===== src/rtl/lpbd_pkg.sv =====
// ----------------------------------------------------------------------------
// lpbd_pkg
// Shared types and constants of the length-prefixed bit deframer.
// ----------------------------------------------------------------------------
package lpbd_pkg;

  localparam int unsigned SenderW       = 22;
  localparam int unsigned HeaderCountW  = 4;
  localparam int unsigned LengthW       = 32;
  localparam int unsigned BodyCountW    = 31;
  localparam int unsigned HeaderDigitsDefault = 10;

  localparam logic [7:0] AsciiZero = 8'h30;
  localparam logic [7:0] AsciiNine = 8'h39;
  localparam logic [LengthW+2:0] LengthMax = 35'h0_7FFF_FFFF;

  typedef enum logic [1:0] {
    ERR_NONE       = 2'd0,
    ERR_NON_DIGIT  = 2'd1,
    ERR_TOO_LONG   = 2'd2,
    ERR_NO_TERM    = 2'd3
  } err_e;

  typedef struct packed {
    err_e               error_code;
    logic               message_done;
    logic [7:0]         payload_byte;
    logic               byte_valid;
    logic [SenderW-1:0] ack_target;
    logic               ack_valid;
  } result_t;

endpackage


===== src/rtl/lpbd_core.sv =====
// ----------------------------------------------------------------------------
// lpbd_core
// Deframer state and the single-pass update for one received bit.
// ----------------------------------------------------------------------------
module lpbd_core #(
  parameter int unsigned HeaderDigits = lpbd_pkg::HeaderDigitsDefault
) (
  input  logic                         clk_i,
  input  logic                         rst_ni,
  input  logic                         step_i,
  input  logic [lpbd_pkg::SenderW-1:0] sender_id_i,
  input  logic                         bit_value_i,
  output lpbd_pkg::result_t            result_o
);

  localparam logic [lpbd_pkg::HeaderCountW-1:0] LastHeader =
    lpbd_pkg::HeaderCountW'(HeaderDigits);

  logic [lpbd_pkg::SenderW-1:0]      locked_q, locked_d;
  logic [2:0]                        bit_index_q, bit_index_d;
  logic [7:0]                        byte_shift_q, byte_shift_d;
  logic                              in_body_q, in_body_d;
  logic [lpbd_pkg::HeaderCountW-1:0] header_count_q, header_count_d;
  logic [lpbd_pkg::LengthW-1:0]      length_q, length_d;
  lpbd_pkg::err_e                    header_bad_q, header_bad_d;
  logic [lpbd_pkg::BodyCountW-1:0]   body_count_q, body_count_d;

  logic [lpbd_pkg::SenderW-1:0]  lock_eff;
  logic                          match;
  logic [7:0]                    shifted;
  logic                          is_digit;
  logic [lpbd_pkg::LengthW+2:0]  length_next;

  assign lock_eff = (locked_q == '0) ? sender_id_i : locked_q;
  assign match    = (sender_id_i != '0) && (sender_id_i == lock_eff);
  assign shifted  = byte_shift_q | (8'(bit_value_i) << bit_index_q);
  assign is_digit = (shifted >= lpbd_pkg::AsciiZero) && (shifted <= lpbd_pkg::AsciiNine);
  // Multiply by twelve as two shifts (times eight plus times four), then add the digit value.
  assign length_next = {length_q, 3'b000} + {1'b0, length_q, 2'b00}
                     + {27'd0, shifted - lpbd_pkg::AsciiZero};

  always_comb begin
    locked_d       = locked_q;
    bit_index_d    = bit_index_q;
    byte_shift_d   = byte_shift_q;
    in_body_d      = in_body_q;
    header_count_d = header_count_q;
    length_d       = length_q;
    header_bad_d   = header_bad_q;
    body_count_d   = body_count_q;
    result_o       = '0;

    if (step_i && match) begin
      result_o.ack_valid  = 1'b1;
      result_o.ack_target = lock_eff;
      locked_d            = lock_eff;
      if (bit_index_q != 3'd7) begin
        bit_index_d  = bit_index_q + 3'd1;
        byte_shift_d = shifted;
      end else begin
        bit_index_d  = '0;
        byte_shift_d = '0;
        if (!in_body_q) begin
          if (!is_digit) begin
            header_bad_d = lpbd_pkg::ERR_NON_DIGIT;
          end else if (header_bad_q == lpbd_pkg::ERR_NONE) begin
            if (length_next > lpbd_pkg::LengthMax) begin
              header_bad_d = lpbd_pkg::ERR_TOO_LONG;
            end else begin
              length_d = length_next[lpbd_pkg::LengthW-1:0];
            end
          end
          header_count_d = header_count_q + lpbd_pkg::HeaderCountW'(1);
          if (header_count_d >= LastHeader) begin
            if (header_bad_d != lpbd_pkg::ERR_NONE) begin
              result_o.error_code = header_bad_d;
              locked_d       = '0;
              header_count_d = '0;
              length_d       = '0;
              header_bad_d   = lpbd_pkg::ERR_NONE;
              body_count_d   = '0;
            end else begin
              in_body_d      = 1'b1;
              body_count_d   = '0;
              header_count_d = '0;
            end
          end
        end else if ({1'b0, body_count_q} < length_q) begin
          result_o.byte_valid   = 1'b1;
          result_o.payload_byte = shifted;
          body_count_d          = body_count_q + lpbd_pkg::BodyCountW'(1);
        end else begin
          // Terminator byte: the message ends either way.
          if (shifted == 8'd0) begin
            result_o.message_done = 1'b1;
          end else begin
            result_o.error_code = lpbd_pkg::ERR_NO_TERM;
          end
          locked_d       = '0;
          in_body_d      = 1'b0;
          header_count_d = '0;
          length_d       = '0;
          header_bad_d   = lpbd_pkg::ERR_NONE;
          body_count_d   = '0;
        end
      end
    end
  end

  always_ff @(posedge clk_i or negedge rst_ni) begin
    if (!rst_ni) begin
      locked_q       <= '0;
      bit_index_q    <= '0;
      byte_shift_q   <= '0;
      in_body_q      <= 1'b0;
      header_count_q <= '0;
      length_q       <= '0;
      header_bad_q   <= lpbd_pkg::ERR_NONE;
      body_count_q   <= '0;
    end else begin
      locked_q       <= locked_d;
      bit_index_q    <= bit_index_d;
      byte_shift_q   <= byte_shift_d;
      in_body_q      <= in_body_d;
      header_count_q <= header_count_d;
      length_q       <= length_d;
      header_bad_q   <= header_bad_d;
      body_count_q   <= body_count_d;
    end
  end

endmodule


===== src/rtl/length_prefixed_bit_deframer_unit.sv =====
// An accepted item passes through the input register and then the result register before its result shows.
// Throughput: one item per cycle while the result side is ready; the state update for a bit is a single pass of logic.
// The result register decouples the sides, so input is taken into an empty input register while a result waits.
// Reset: asynchronous, active low; the block is unlocked, in header phase, with no item held.
// ----------------------------------------------------------------------------
// length_prefixed_bit_deframer_unit
// Deframes LSB-first bits from one locked sender into a length-prefixed message.
// ----------------------------------------------------------------------------
module length_prefixed_bit_deframer_unit #(
  parameter int unsigned HeaderDigits = lpbd_pkg::HeaderDigitsDefault
) (
  input  logic        clk_i,
  input  logic        rst_ni,
  input  logic        s_axis_tvalid,
  output logic        s_axis_tready,
  input  logic [23:0] s_axis_tdata,   // sender_id[21:0], bit_value[22], zero pad
  output logic        m_axis_tvalid,
  input  logic        m_axis_tready,
  output logic [39:0] m_axis_tdata    // ack_valid, ack_target[22], byte_valid,
                                      // payload_byte[8], message_done, error_code[2]
);

  logic                         in_valid_q;
  logic [lpbd_pkg::SenderW-1:0] sender_q;
  logic                         bit_q;
  logic                         out_valid_q;
  lpbd_pkg::result_t            res_q;
  lpbd_pkg::result_t            res_d;
  logic                         advance;

  // An item moves into the result register whenever that register is free or draining.
  assign advance       = in_valid_q && (!out_valid_q || m_axis_tready);
  assign s_axis_tready = !in_valid_q || advance;

  lpbd_core #(
    .HeaderDigits(HeaderDigits)
  ) u_core (
    .clk_i      (clk_i),
    .rst_ni     (rst_ni),
    .step_i     (advance),
    .sender_id_i(sender_q),
    .bit_value_i(bit_q),
    .result_o   (res_d)
  );

  always_ff @(posedge clk_i or negedge rst_ni) begin
    if (!rst_ni) begin
      in_valid_q  <= 1'b0;
      out_valid_q <= 1'b0;
    end else begin
      if (s_axis_tready) begin
        in_valid_q <= s_axis_tvalid;
      end
      if (advance) begin
        out_valid_q <= 1'b1;
      end else if (m_axis_tready) begin
        out_valid_q <= 1'b0;
      end
    end
  end

  always_ff @(posedge clk_i) begin
    if (s_axis_tready && s_axis_tvalid) begin
      sender_q <= s_axis_tdata[lpbd_pkg::SenderW-1:0];
      bit_q    <= s_axis_tdata[lpbd_pkg::SenderW];
    end
    if (advance) begin
      res_q <= res_d;
    end
  end

  assign m_axis_tvalid = out_valid_q;
  assign m_axis_tdata  = {5'd0, res_q.error_code, res_q.message_done, res_q.payload_byte,
                          res_q.byte_valid, res_q.ack_target, res_q.ack_valid};

endmodule

===== config.mk =====
export PLATFORM = sky130hd
export DESIGN_NAME = length_prefixed_bit_deframer_unit
export DESIGN_NICKNAME = d
export VERILOG_FILES = /design/src/rtl/lpbd_pkg.sv /design/src/rtl/lpbd_core.sv /design/src/rtl/length_prefixed_bit_deframer_unit.sv
export SDC_FILE = /design/constraint.sdc
export NUM_CORES = 1
export LEC_CHECK = 0
export ABC_AREA = 1
export BUFFER_PORTS_ARGS = -buffer_cell sky130_fd_sc_hd__buf_2
export CAP_MARGIN = 0
export CORE_MARGIN = 8
export CORE_UTILIZATION = 40
export CTS_BUF_LIST = sky130_fd_sc_hd__clkbuf_16
export CTS_CLUSTER_DIAMETER = 100
export DETAILED_ROUTE_END_ITERATION = 8
export SETUP_SLACK_MARGIN = 0.2
export SLEW_MARGIN = 0
export SYNTH_ARGS = -nofsm -noshare
export SYNTH_HDL_FRONTEND = slang
export SYNTH_SLANG_ARGS = --single-unit

===== constraint.sdc =====
create_clock -name clk_i -period 5.35 [get_ports clk_i]
set_input_delay 0.8025 -clock clk_i [delete_from_list [all_inputs] [get_ports clk_i]]
set_output_delay 0.8025 -clock clk_i [all_outputs]
set_load 0.005 [all_outputs]

==> results.ini, run 1 <==
[sta]
relSlewSlack = 0.239
fin_setup_tns_ns = 0
finalMaxSlewViolations = 0
finalHoldViolations = 0
whs_ns = 0.498
max_freq_ghz = 0.216
period_needed_ns = 4.63
rsz0062_at_grt = false
worst_slack_ns = 0.722
min_period_over_period = 0.865
setup-violations-final = 0
tightest_slew_ns = 1.14
skew_ns = 0.0120

[floorplan]
dieArea_um2 = 34500
core_area_um2 = 28500
initial_core_util = 0.404
boundaryPins = 70
die_h_um = 186
num_rows = 62
die_x_um = 186

[cells_and_area]
area_growth_pct = 11.7
drive_gt1_frac = 0.0697
fin_util = 0.451
n_antenna_cell = 0
nets = 1766

[logic_synthesis]
synth_top_flop_cell = dfrtp_1
synth.top_cells.by_count = nand2_1, nor2_1, inv_1
ys_warn_count = 0
syn_area_per_cell_um2 = 7.31
synth_top_area_frac = 0.228
syn-cell-area_um2 = 11500
synth.distinct_cells = 36
async_reset_ff_frac = 0.644
syn-instance-count = 1577
synth_seq_cells = 163
seq_area_frac_synth = 0.379
synth_edf_count = 58
synth_area_leaders = dfrtp_1, edfxtp_1, nand2_1, ha_1, nor2_1
yosysMostFrequentCell = nand2_1
yosysTopAreaCell = dfrtp_1

[critical_path]
worstSetupStartpoint = u_core.bit_index_q[0]
reg2reg_from = u_core.bit_index_q[0]
worstPathRequired_ns = 5.71
worstPathArrival_ns = 4.99
critPathMaxFanout = 40
path_class = flop to flop
slowest_delay_ns = 0.48
cp-start-kind = flop
cp.buffers_inverters = 6
critPathSlowestCell = fa_1
worst_setup_path_end_kind = flop
crit_top_cell = nand2_1
cp_top_family = simple AND/OR/NAND/NOR gates

[grt]
met1_usage = 0.257
first_global_vias = 10200
grt.busiest_layer = met2
grtUsageMet3 = 0.0295
grt_first_pass_wirelength_mm = 51.5
grt_usage = 0.186
use_met2 = 0.303
antenna_found_initial = 0
overflow = 0
grt_max_degree = 68

[clock_network]
cts_sinks = 163
cts_tree = yes
post_cts_resized = 0
cts_root_buffer = clkbuf_16
path_clk_slew_ns = 0.07
insertion_delay_ns = 0.44
cts_setup_buffers = 0
numCtsBuffers = 17
cts_hold_buf = 0
h-tree-depth = 4
clk_path_buf_depth = 2

[placed_design]
hpwl_mm = 23.3
dp_slack_ns = 0.527
io_buffer_count = 63
routabilityCongestion = 0.931

[routing]
drt_iter0_markers = 878
drt_first_pass_iters = 8
vias_per_cell = 5.03
drc_errors = 0
wl_per_cell_um = 15.0
drtAntennaViolNets = 0
dr_total_vias = 10200
routed_wl_mm = 30.5

[job]
drv_cap = 0

[hold_path]
min_path_type = input pin to asynchronous set/reset pin

[power_and_ir_drop]
p_per_area_nw_per_um2 = 217
leakage_uw = 0.00658
worst_ir_drop_vdd_uv = 248

[status]
status = completed

## flip-flops by register name, summed over array words and instances, names as in the netlist
name                   count
m_axis_tdata              35
u_core.length_q           32
u_core.body_count_q       31
sender_q                  22
u_core.locked_q           22
u_core.byte_shift_q        8
u_core.header_count_q      4
u_core.bit_index_q         3
u_core.header_bad_q        2
bit_q                      1
in_valid_q                 1
m_axis_tvalid              1
u_core.in_body_q           1
## worst reg2reg max path: cells and delay by family, from the launching register on
kind | cells | cell delay, ns
and+or+nand+nor | 20 | 2.37
DFF | 1 | 0.42
adders and majority gates | 3 | 1.09
buffers and inverters | 6 | 0.69
## layout by cell type, fill, tap and decap left out, types with 3 or more instances in the layout
| cell type | instances |
|---|---|
| o22ai_1 | 4 |
| a21oi_1 | 79 |
| nor3_1 | 19 |
| o21ai_0 | 63 |
| inv_1 | 204 |
| clkinv_1 | 3 |
| fa_1 | 6 |
| nand3_1 | 126 |
| inv_8 | 3 |
| nor2_1 | 209 |
| a31oi_1 | 6 |
| buf_4 | 13 |
| ha_1 | 95 |
| nand4_1 | 23 |
| nand3b_1 | 12 |
| buf_2 | 62 |
| nand2_1 | 440 |
| a21o_1 | 3 |
| xor2_1 | 38 |
| clkbuf_16 | 17 |
| conb_1 | 5 |
| inv_6 | 6 |
| edfxtp_1 | 58 |
| nor4_1 | 8 |
| xnor2_1 | 21 |
| dfrtp_1 | 105 |
## kinds of logic (layout without fill, tap and decap cells)
group                      count (synthesis)  after routing  synth area share
DFF                                      163            163             0.379
buffers and inverters                    246            315            0.0835
and+or+nand+nor                          843            843             0.303
xor gates and xnor gates                  59             59            0.0448
AOI/OAI and AO/OA                        163            163            0.0748
other                                      1              5          0.000325
muxes                                      1              1          0.000869
adders and majority gates                101            101             0.114
## path summary, 6_finish.rpt
kind | slack [ns] | to | cells after the start
max | 0.72 | u_core.length_q[14] | 29
min | 0.50 | in_valid_q | 1
max reg2reg | 0.72 | u_core.length_q[14] | 29
min reg2reg | 0.50 | u_core.byte_shift_q[1] | 2
max in group asynchronous | 3.74 | u_core.locked_q[4] | 2
min in group clk_i | 0.50 | u_core.byte_shift_q[1] | 2
## stage by stage
| step | std cells | power (uW) | area (um2) |
|---|---|---|---|
| 2_1_floorplan | 1581 | 1450 | 11500 |
| 3_3_place_gp | 2002 | 1540 | 12200 |
| 3_5_place_dp | 2002 | 1540 | 12200 |
| 4_1_cts | 2034 | 2830 | 12900 |
| 5_1_grt | 2034 | 2890 | 12900 |
| 6_report | 2034 | 2790 | 12900 |
## final cells by class
type                    count  area [um2]
inverters                 208         781
clock inverters            15         188
multi-input cells        1172        6210
flip-flops and latches    163        4370
clock buffers              17         425
well taps                 384         480
fillers                  3023       15700
repair buffers             75         408
## layer usage
layer  share of wire  vias to the layer above  routed length [um]
li1                -                     5219                   -
met1            0.48                     4740               14700
met2            0.46                      238               14000
met3           0.047                       24                1450
met4           0.012                        0                 360
met5               0                        -                   0
## power breakdown
part           internal [uW]  switching, uW
Sequential              1350           22.4
Clock                    711            567
Combinational           44.6           95.1
(Power assumes the default switching activity.)
==> run 2, diff against run 1 <==
==> constraint.sdc (replaced) <==
create_clock -name clk_i -period 4.1 [get_ports clk_i]
set_input_delay 0.615 -clock clk_i [delete_from_list [all_inputs] [get_ports clk_i]]
set_output_delay 0.615 -clock clk_i [all_outputs]
set_load 0.005 [all_outputs]
==> run 2 against run 1 <==
  * First-iteration DRC count decreased by 17%
  * Non-clock buffer count increased by 79
  * Register-to-register slack worse by 0.59 ns
  * Critical path depth shrank 1
  * Count of clock-buffer cells in the layout unchanged
  * Cell count rose by 3.9%
  * Wire length increased by 6.9%
==> results.ini, run 2 (synthesis results as in run 1) <==
[cells_and_area]
final_common_cell = nand2_1
area_growth_pct = 21.8
final_cell_area_um2 = 14000
largest_reg_flops = 35
final_cell_mix = nand2_1, inv_1, nor2_1, nand3_1, dfrtp_1
n_antenna_cell = 0
post_layout_nonfiller_instances = 2113
nets = 1845
drive_gt1_frac = 0.172

[critical_path]
cp-start-kind = flop
crit_top_cell = nand2_4
worst_setup_path_end_kind = flop
critPathSlowestCell = fa_1
critPathMaxFanout = 15
worstPathRequired_ns = 4.43
worstPathArrival_ns = 4.30
slowest_delay_ns = 0.55
path_class = flop to flop

[power_and_ir_drop]
power_frac_seq = 0.504
p_per_area_nw_per_um2 = 253
combPwrFrac = 0.060
internal_power_uw = 2640
sw_frac_of_total = 0.256
leakage_uw = 0.00709
power_switching_uw = 911
worst_ir_drop_vdd_uv = 335
p_clk_frac = 0.437

[sta]
worst_slack_ns = 0.127
period_needed_ns = 3.97
finalMaxSlewViolations = 0
tightest_slew_ns = 0.998
rsz0062_at_grt = true
min_period_over_period = 0.969
relSlewSlack = 0.334
skew_ns = 0.0111
setup-violations-final = 0
max_freq_ghz = 0.252
finalHoldViolations = 0

[grt]
antenna_found_initial = 0
first_global_vias = 10500
overflow = 0
grt_first_pass_wirelength_mm = 52.7
grt_usage = 0.191
grt_max_degree = 64

[floorplan]
die_h_um = 186
num_rows = 62
initial_core_util = 0.404
boundaryPins = 70
core_area_um2 = 28500
die_x_um = 186
dieArea_um2 = 34500

[clock_network]
insertion_delay_ns = 0.44
cts_root_buffer = clkbuf_16
numCtsBuffers = 17
cts_sinks = 163
h-tree-depth = 4
cts_hold_buf = 0
path_clk_slew_ns = 0.07
cts_tree = yes
clk_path_buf_depth = 2

[job]
drv_cap = 0

[routing]
vias_per_cell = 5.07
drt_first_pass_iters = 5
drt_iter0_markers = 731
dr_total_vias = 10700
wl_per_cell_um = 15.4
drc_errors = 0
routed_wl_mm = 32.6
drtAntennaViolNets = 0

[placed_design]
routabilityCongestion = 0.955
dpl_cell_area_um2 = 12600
hpwl_mm = 24.1
dp.cells = 2045
io_buffer_count = 63
dp_slack_ns = -0.199

[status]
status = completed

[hold_path]
min_path_type = input pin to asynchronous set/reset pin

==> run 2: cell count changes in the layout (fill, tap and decap cells not counted), sizes merged <==
cell	before	now
bufinv	2	0
buf	75	150
clkbuf	17	21
clkinvlp	1	2
clkinv	6	7
==> run 2: power by group through the flow <==
stage	Combinational, uW	Clock, uW	Sequential [uW]
4_1_cts	213	1590	1790
3_3_place_gp	189	0	1820
5_1_grt	241	1660	1790
3_5_place_dp	191	0	1820
2_1_floorplan	76.0	0	1820
6_report	213	1550	1790
==> run 2: final timing paths <==
path | from | end | slack (ns) | depth (start not counted)
max | bit_q | u_core.length_q[3] | 0.13 | 28
min | rst_ni | in_valid_q | 0.26 | 1
max reg2reg | bit_q | u_core.length_q[3] | 0.13 | 28
min reg2reg | u_core.byte_shift_q[0] | u_core.byte_shift_q[0] | 0.50 | 2
max in group asynchronous | rst_ni | u_core.length_q[5] | 2.93 | 2
min in group clk_i | s_axis_tdata[16] | sender_q[16] | 0.35 | 1
==> run 2: layer usage <==
layer  share of wire  GRT usage  up-vias
met2            0.46      0.313      290
met1            0.46      0.253     4980
li1                -          -     5397
met5               0          0        -
met4           0.017     0.0534        0
met3           0.061     0.0386       42
==> run 2: cell type report <==
| cell class | instances | area (um2) |
|---|---|---|
| fill | 2837 | 14500 |
| multi-input combinational | 1172 | 6700 |
| sequential | 163 | 4370 |
| timing repair buffer | 154 | 1140 |
| inverter | 208 | 783 |
| tap | 384 | 480 |
| clock buffer | 17 | 425 |
| clock inverter | 15 | 139 |
==> run 2: metrics by stage <==
stage          hold WS [ns]  TNS (ns)  total power, uW   util
2_1_floorplan         0.319         0             1900      -
3_3_place_gp          0.477     -5.51             2010  0.442
3_5_place_dp          0.493     -6.62             2010  0.442
4_1_cts               0.294         0             3590  0.474
5_1_grt               0.329     -3.90             3690  0.492
6_report              0.256         0             3550  0.492
==> run 2: worst max-delay path: cells and delay by family, from the launching register on <==
kind                     cells  cell delay (ns)
buffers and inverters        5             0.63
AND/OR/NAND/NOR             19             1.60
adder cells (fa/ha/maj)      3             1.02
flip-flops                   1             0.47
XOR/XNOR                     1             0.16
==> run 2: what timing repair did <==
| action | in CTS | in global routing |
|---|---|---|
| resized for setup | 33 | 112 |
| pin swaps | 13 | 44 |
| cloned | 0 | 4 |
| setup endpoints to repair | 55 | 58 |
| buffers inserted | 28 | 4 |
==> run 3, diff against run 2 <==
--- a/config.mk
+++ b/config.mk
@@ -6,15 +6,16 @@
 export NUM_CORES = 1
 export LEC_CHECK = 0
 export ABC_AREA = 1
-export BUFFER_PORTS_ARGS = -buffer_cell sky130_fd_sc_hd__buf_2
 export CAP_MARGIN = 0
 export CORE_MARGIN = 8
 export CORE_UTILIZATION = 40
 export CTS_BUF_LIST = sky130_fd_sc_hd__clkbuf_16
-export CTS_CLUSTER_DIAMETER = 100
+export CTS_CLUSTER_DIAMETER = 40
 export DETAILED_ROUTE_END_ITERATION = 8
+export DONT_BUFFER_PORTS = 1
 export SETUP_SLACK_MARGIN = 0.2
 export SLEW_MARGIN = 0
 export SYNTH_ARGS = -nofsm -noshare
 export SYNTH_HDL_FRONTEND = slang
 export SYNTH_SLANG_ARGS = --single-unit
+export TNS_END_PERCENT = 10
==> run 3 against run 2 <==
  * Non-clock buffer count shrank 71
  * Flip-flop and latch count did not move
  * Final area is 2.6% lower
  * Largest power group unchanged
==> results.ini, run 3 (synthesis results as in run 1) <==
[grt]
grt_max_degree = 106
grt_usage = 0.191
antenna_found_initial = 0
overflow = 0
first_global_vias = 10100
grt_first_pass_wirelength_mm = 52.6

[sta]
skew_ns = 0.0126
min_period_over_period = 0.987
finalHoldViolations = 0
worst_slack_ns = 0.0539
max_freq_ghz = 0.247
rsz0062_at_grt = true
setup-violations-final = 0
relSlewSlack = 0.320
period_needed_ns = 4.05
finalMaxSlewViolations = 0
tightest_slew_ns = 1.02

[critical_path]
critPathMaxFanout = 5
crit_top_cell = nand2_2
cp_top_family = simple AND/OR/NAND/NOR gates
worstPathRequired_ns = 4.47
critPathSlowestCell = fa_1
worst_setup_path_end_kind = flop
worstSetupStartpoint = u_core.bit_index_q[1]
reg2reg_from = u_core.bit_index_q[1]
path_class = flop to flop
cp-start-kind = flop
worstPathArrival_ns = 4.42
cp.buffers_inverters = 7
slowest_delay_ns = 0.55

[placed_design]
io_buffer_count = 0
hpwl_mm = 23.8
dp_slack_ns = -0.253
dpl_cell_area_um2 = 12200
routabilityCongestion = 0.912

[cells_and_area]
n_antenna_cell = 0
drive_gt1_frac = 0.128
final_common_cell = nand2_1
final_cell_mix = nand2_1, inv_1, nor2_1, nand3_1, dfrtp_1
largest_reg_flops = 35
final_cell_area_um2 = 13700
nets = 1774
regArea_um2 = 4370
fillCellCount = 2870
area_growth_pct = 18.7
multi_input_area_um2 = 6660

[routing]
drc_errors = 0
vias_per_cell = 5.11
wl_per_cell_um = 15.9
dr_total_vias = 10400
drt_first_pass_iters = 5
drt_iter0_markers = 746
drtAntennaViolNets = 0
routed_wl_mm = 32.4

[clock_network]
numCtsBuffers = 17
cts_tree = yes
cts_sinks = 163
path_clk_slew_ns = 0.07
clk_path_buf_depth = 2
insertion_delay_ns = 0.44
h-tree-depth = 4
cts_root_buffer = clkbuf_16

[hold_path]
min_path_type = input pin to asynchronous set/reset pin

[status]
status = completed

[floorplan]
die_h_um = 186
dieArea_um2 = 34500
num_rows = 62
initial_core_util = 0.404
boundaryPins = 70
die_x_um = 186
core_area_um2 = 28500

[power_and_ir_drop]
p_per_area_nw_per_um2 = 263
leakage_uw = 0.00677
power_uw = 3590
worst_ir_drop_vdd_uv = 331

[job]
drv_cap = 0

[run 3: cell types whose count changed in the layout (fill, tap and decap cells not counted), sizes merged]
| cell | previous run | this run |
|---|---|---|
| clkbuf | 21 | 19 |
| buf | 150 | 81 |
| clkinvlp | 2 | 0 |
| clkinv | 7 | 6 |
| bufinv | 0 | 1 |
| inv | 214 | 216 |
[run 3: through the flow]
stage / utilization / instances / setup TNS [ns] / hold WS [ns]
final: 0.479 / 2042 / 0 / 0.109
after global routing: 0.479 / 2042 / -6.26 / 0.150
after CTS: 0.467 / 2032 / 0 / 0.138
after detailed placement: 0.428 / 1973 / -9.93 / 0.323
after global placement: 0.428 / 1973 / -5.81 / 0.323
after floorplan: - / 1581 / 0 / 0.319
[run 3: layer usage]
metal / track usage / vias up / part of all wire
met5: 0 / - / 0
met2: 0.307 / 243 / 0.46
met3: 0.0291 / 24 / 0.045
met1: 0.269 / 4933 / 0.48
li1: - / 5240 / -
met4: 0.0432 / 0 / 0.013
[run 3: power breakdown]
part / switching, uW / internal [uW] / total [uW]
registers: 44.8 / 1760 / 1810
clock network: 776 / 881 / 1660
logic: 102 / 29.0 / 131
total: 923 / 2670 / 3590
[run 3: final cells by class]
type	count	area share
clock buffer	17	0.0311
clock inverter	15	0.0132
timing repair buffer	83	0.0566
inverter	208	0.0576
multi-input combinational	1172	0.487
sequential	163	0.320
tap	384	0.0351
[run 3: final timing paths]
kind	end	slack (ns)	depth (start not counted)
setup / recovery	u_core.length_q[7]	0.05	30
hold / removal	m_axis_tvalid	0.11	1
setup reg to reg	u_core.length_q[7]	0.05	30
hold reg to reg	u_core.byte_shift_q[1]	0.50	2
max in group asynchronous	u_core.length_q[30]	3.55	1
min in group clk_i	sender_q[16]	0.26	0
[run 3: repair_timing]
item,CTS,global route
hold endpoints to repair,105,0
setup buffers,24,7
pin swaps,23,40
setup endpoints to repair,56,57
hold buffers,1,0
resized for setup,69,60
gates cloned,2,3
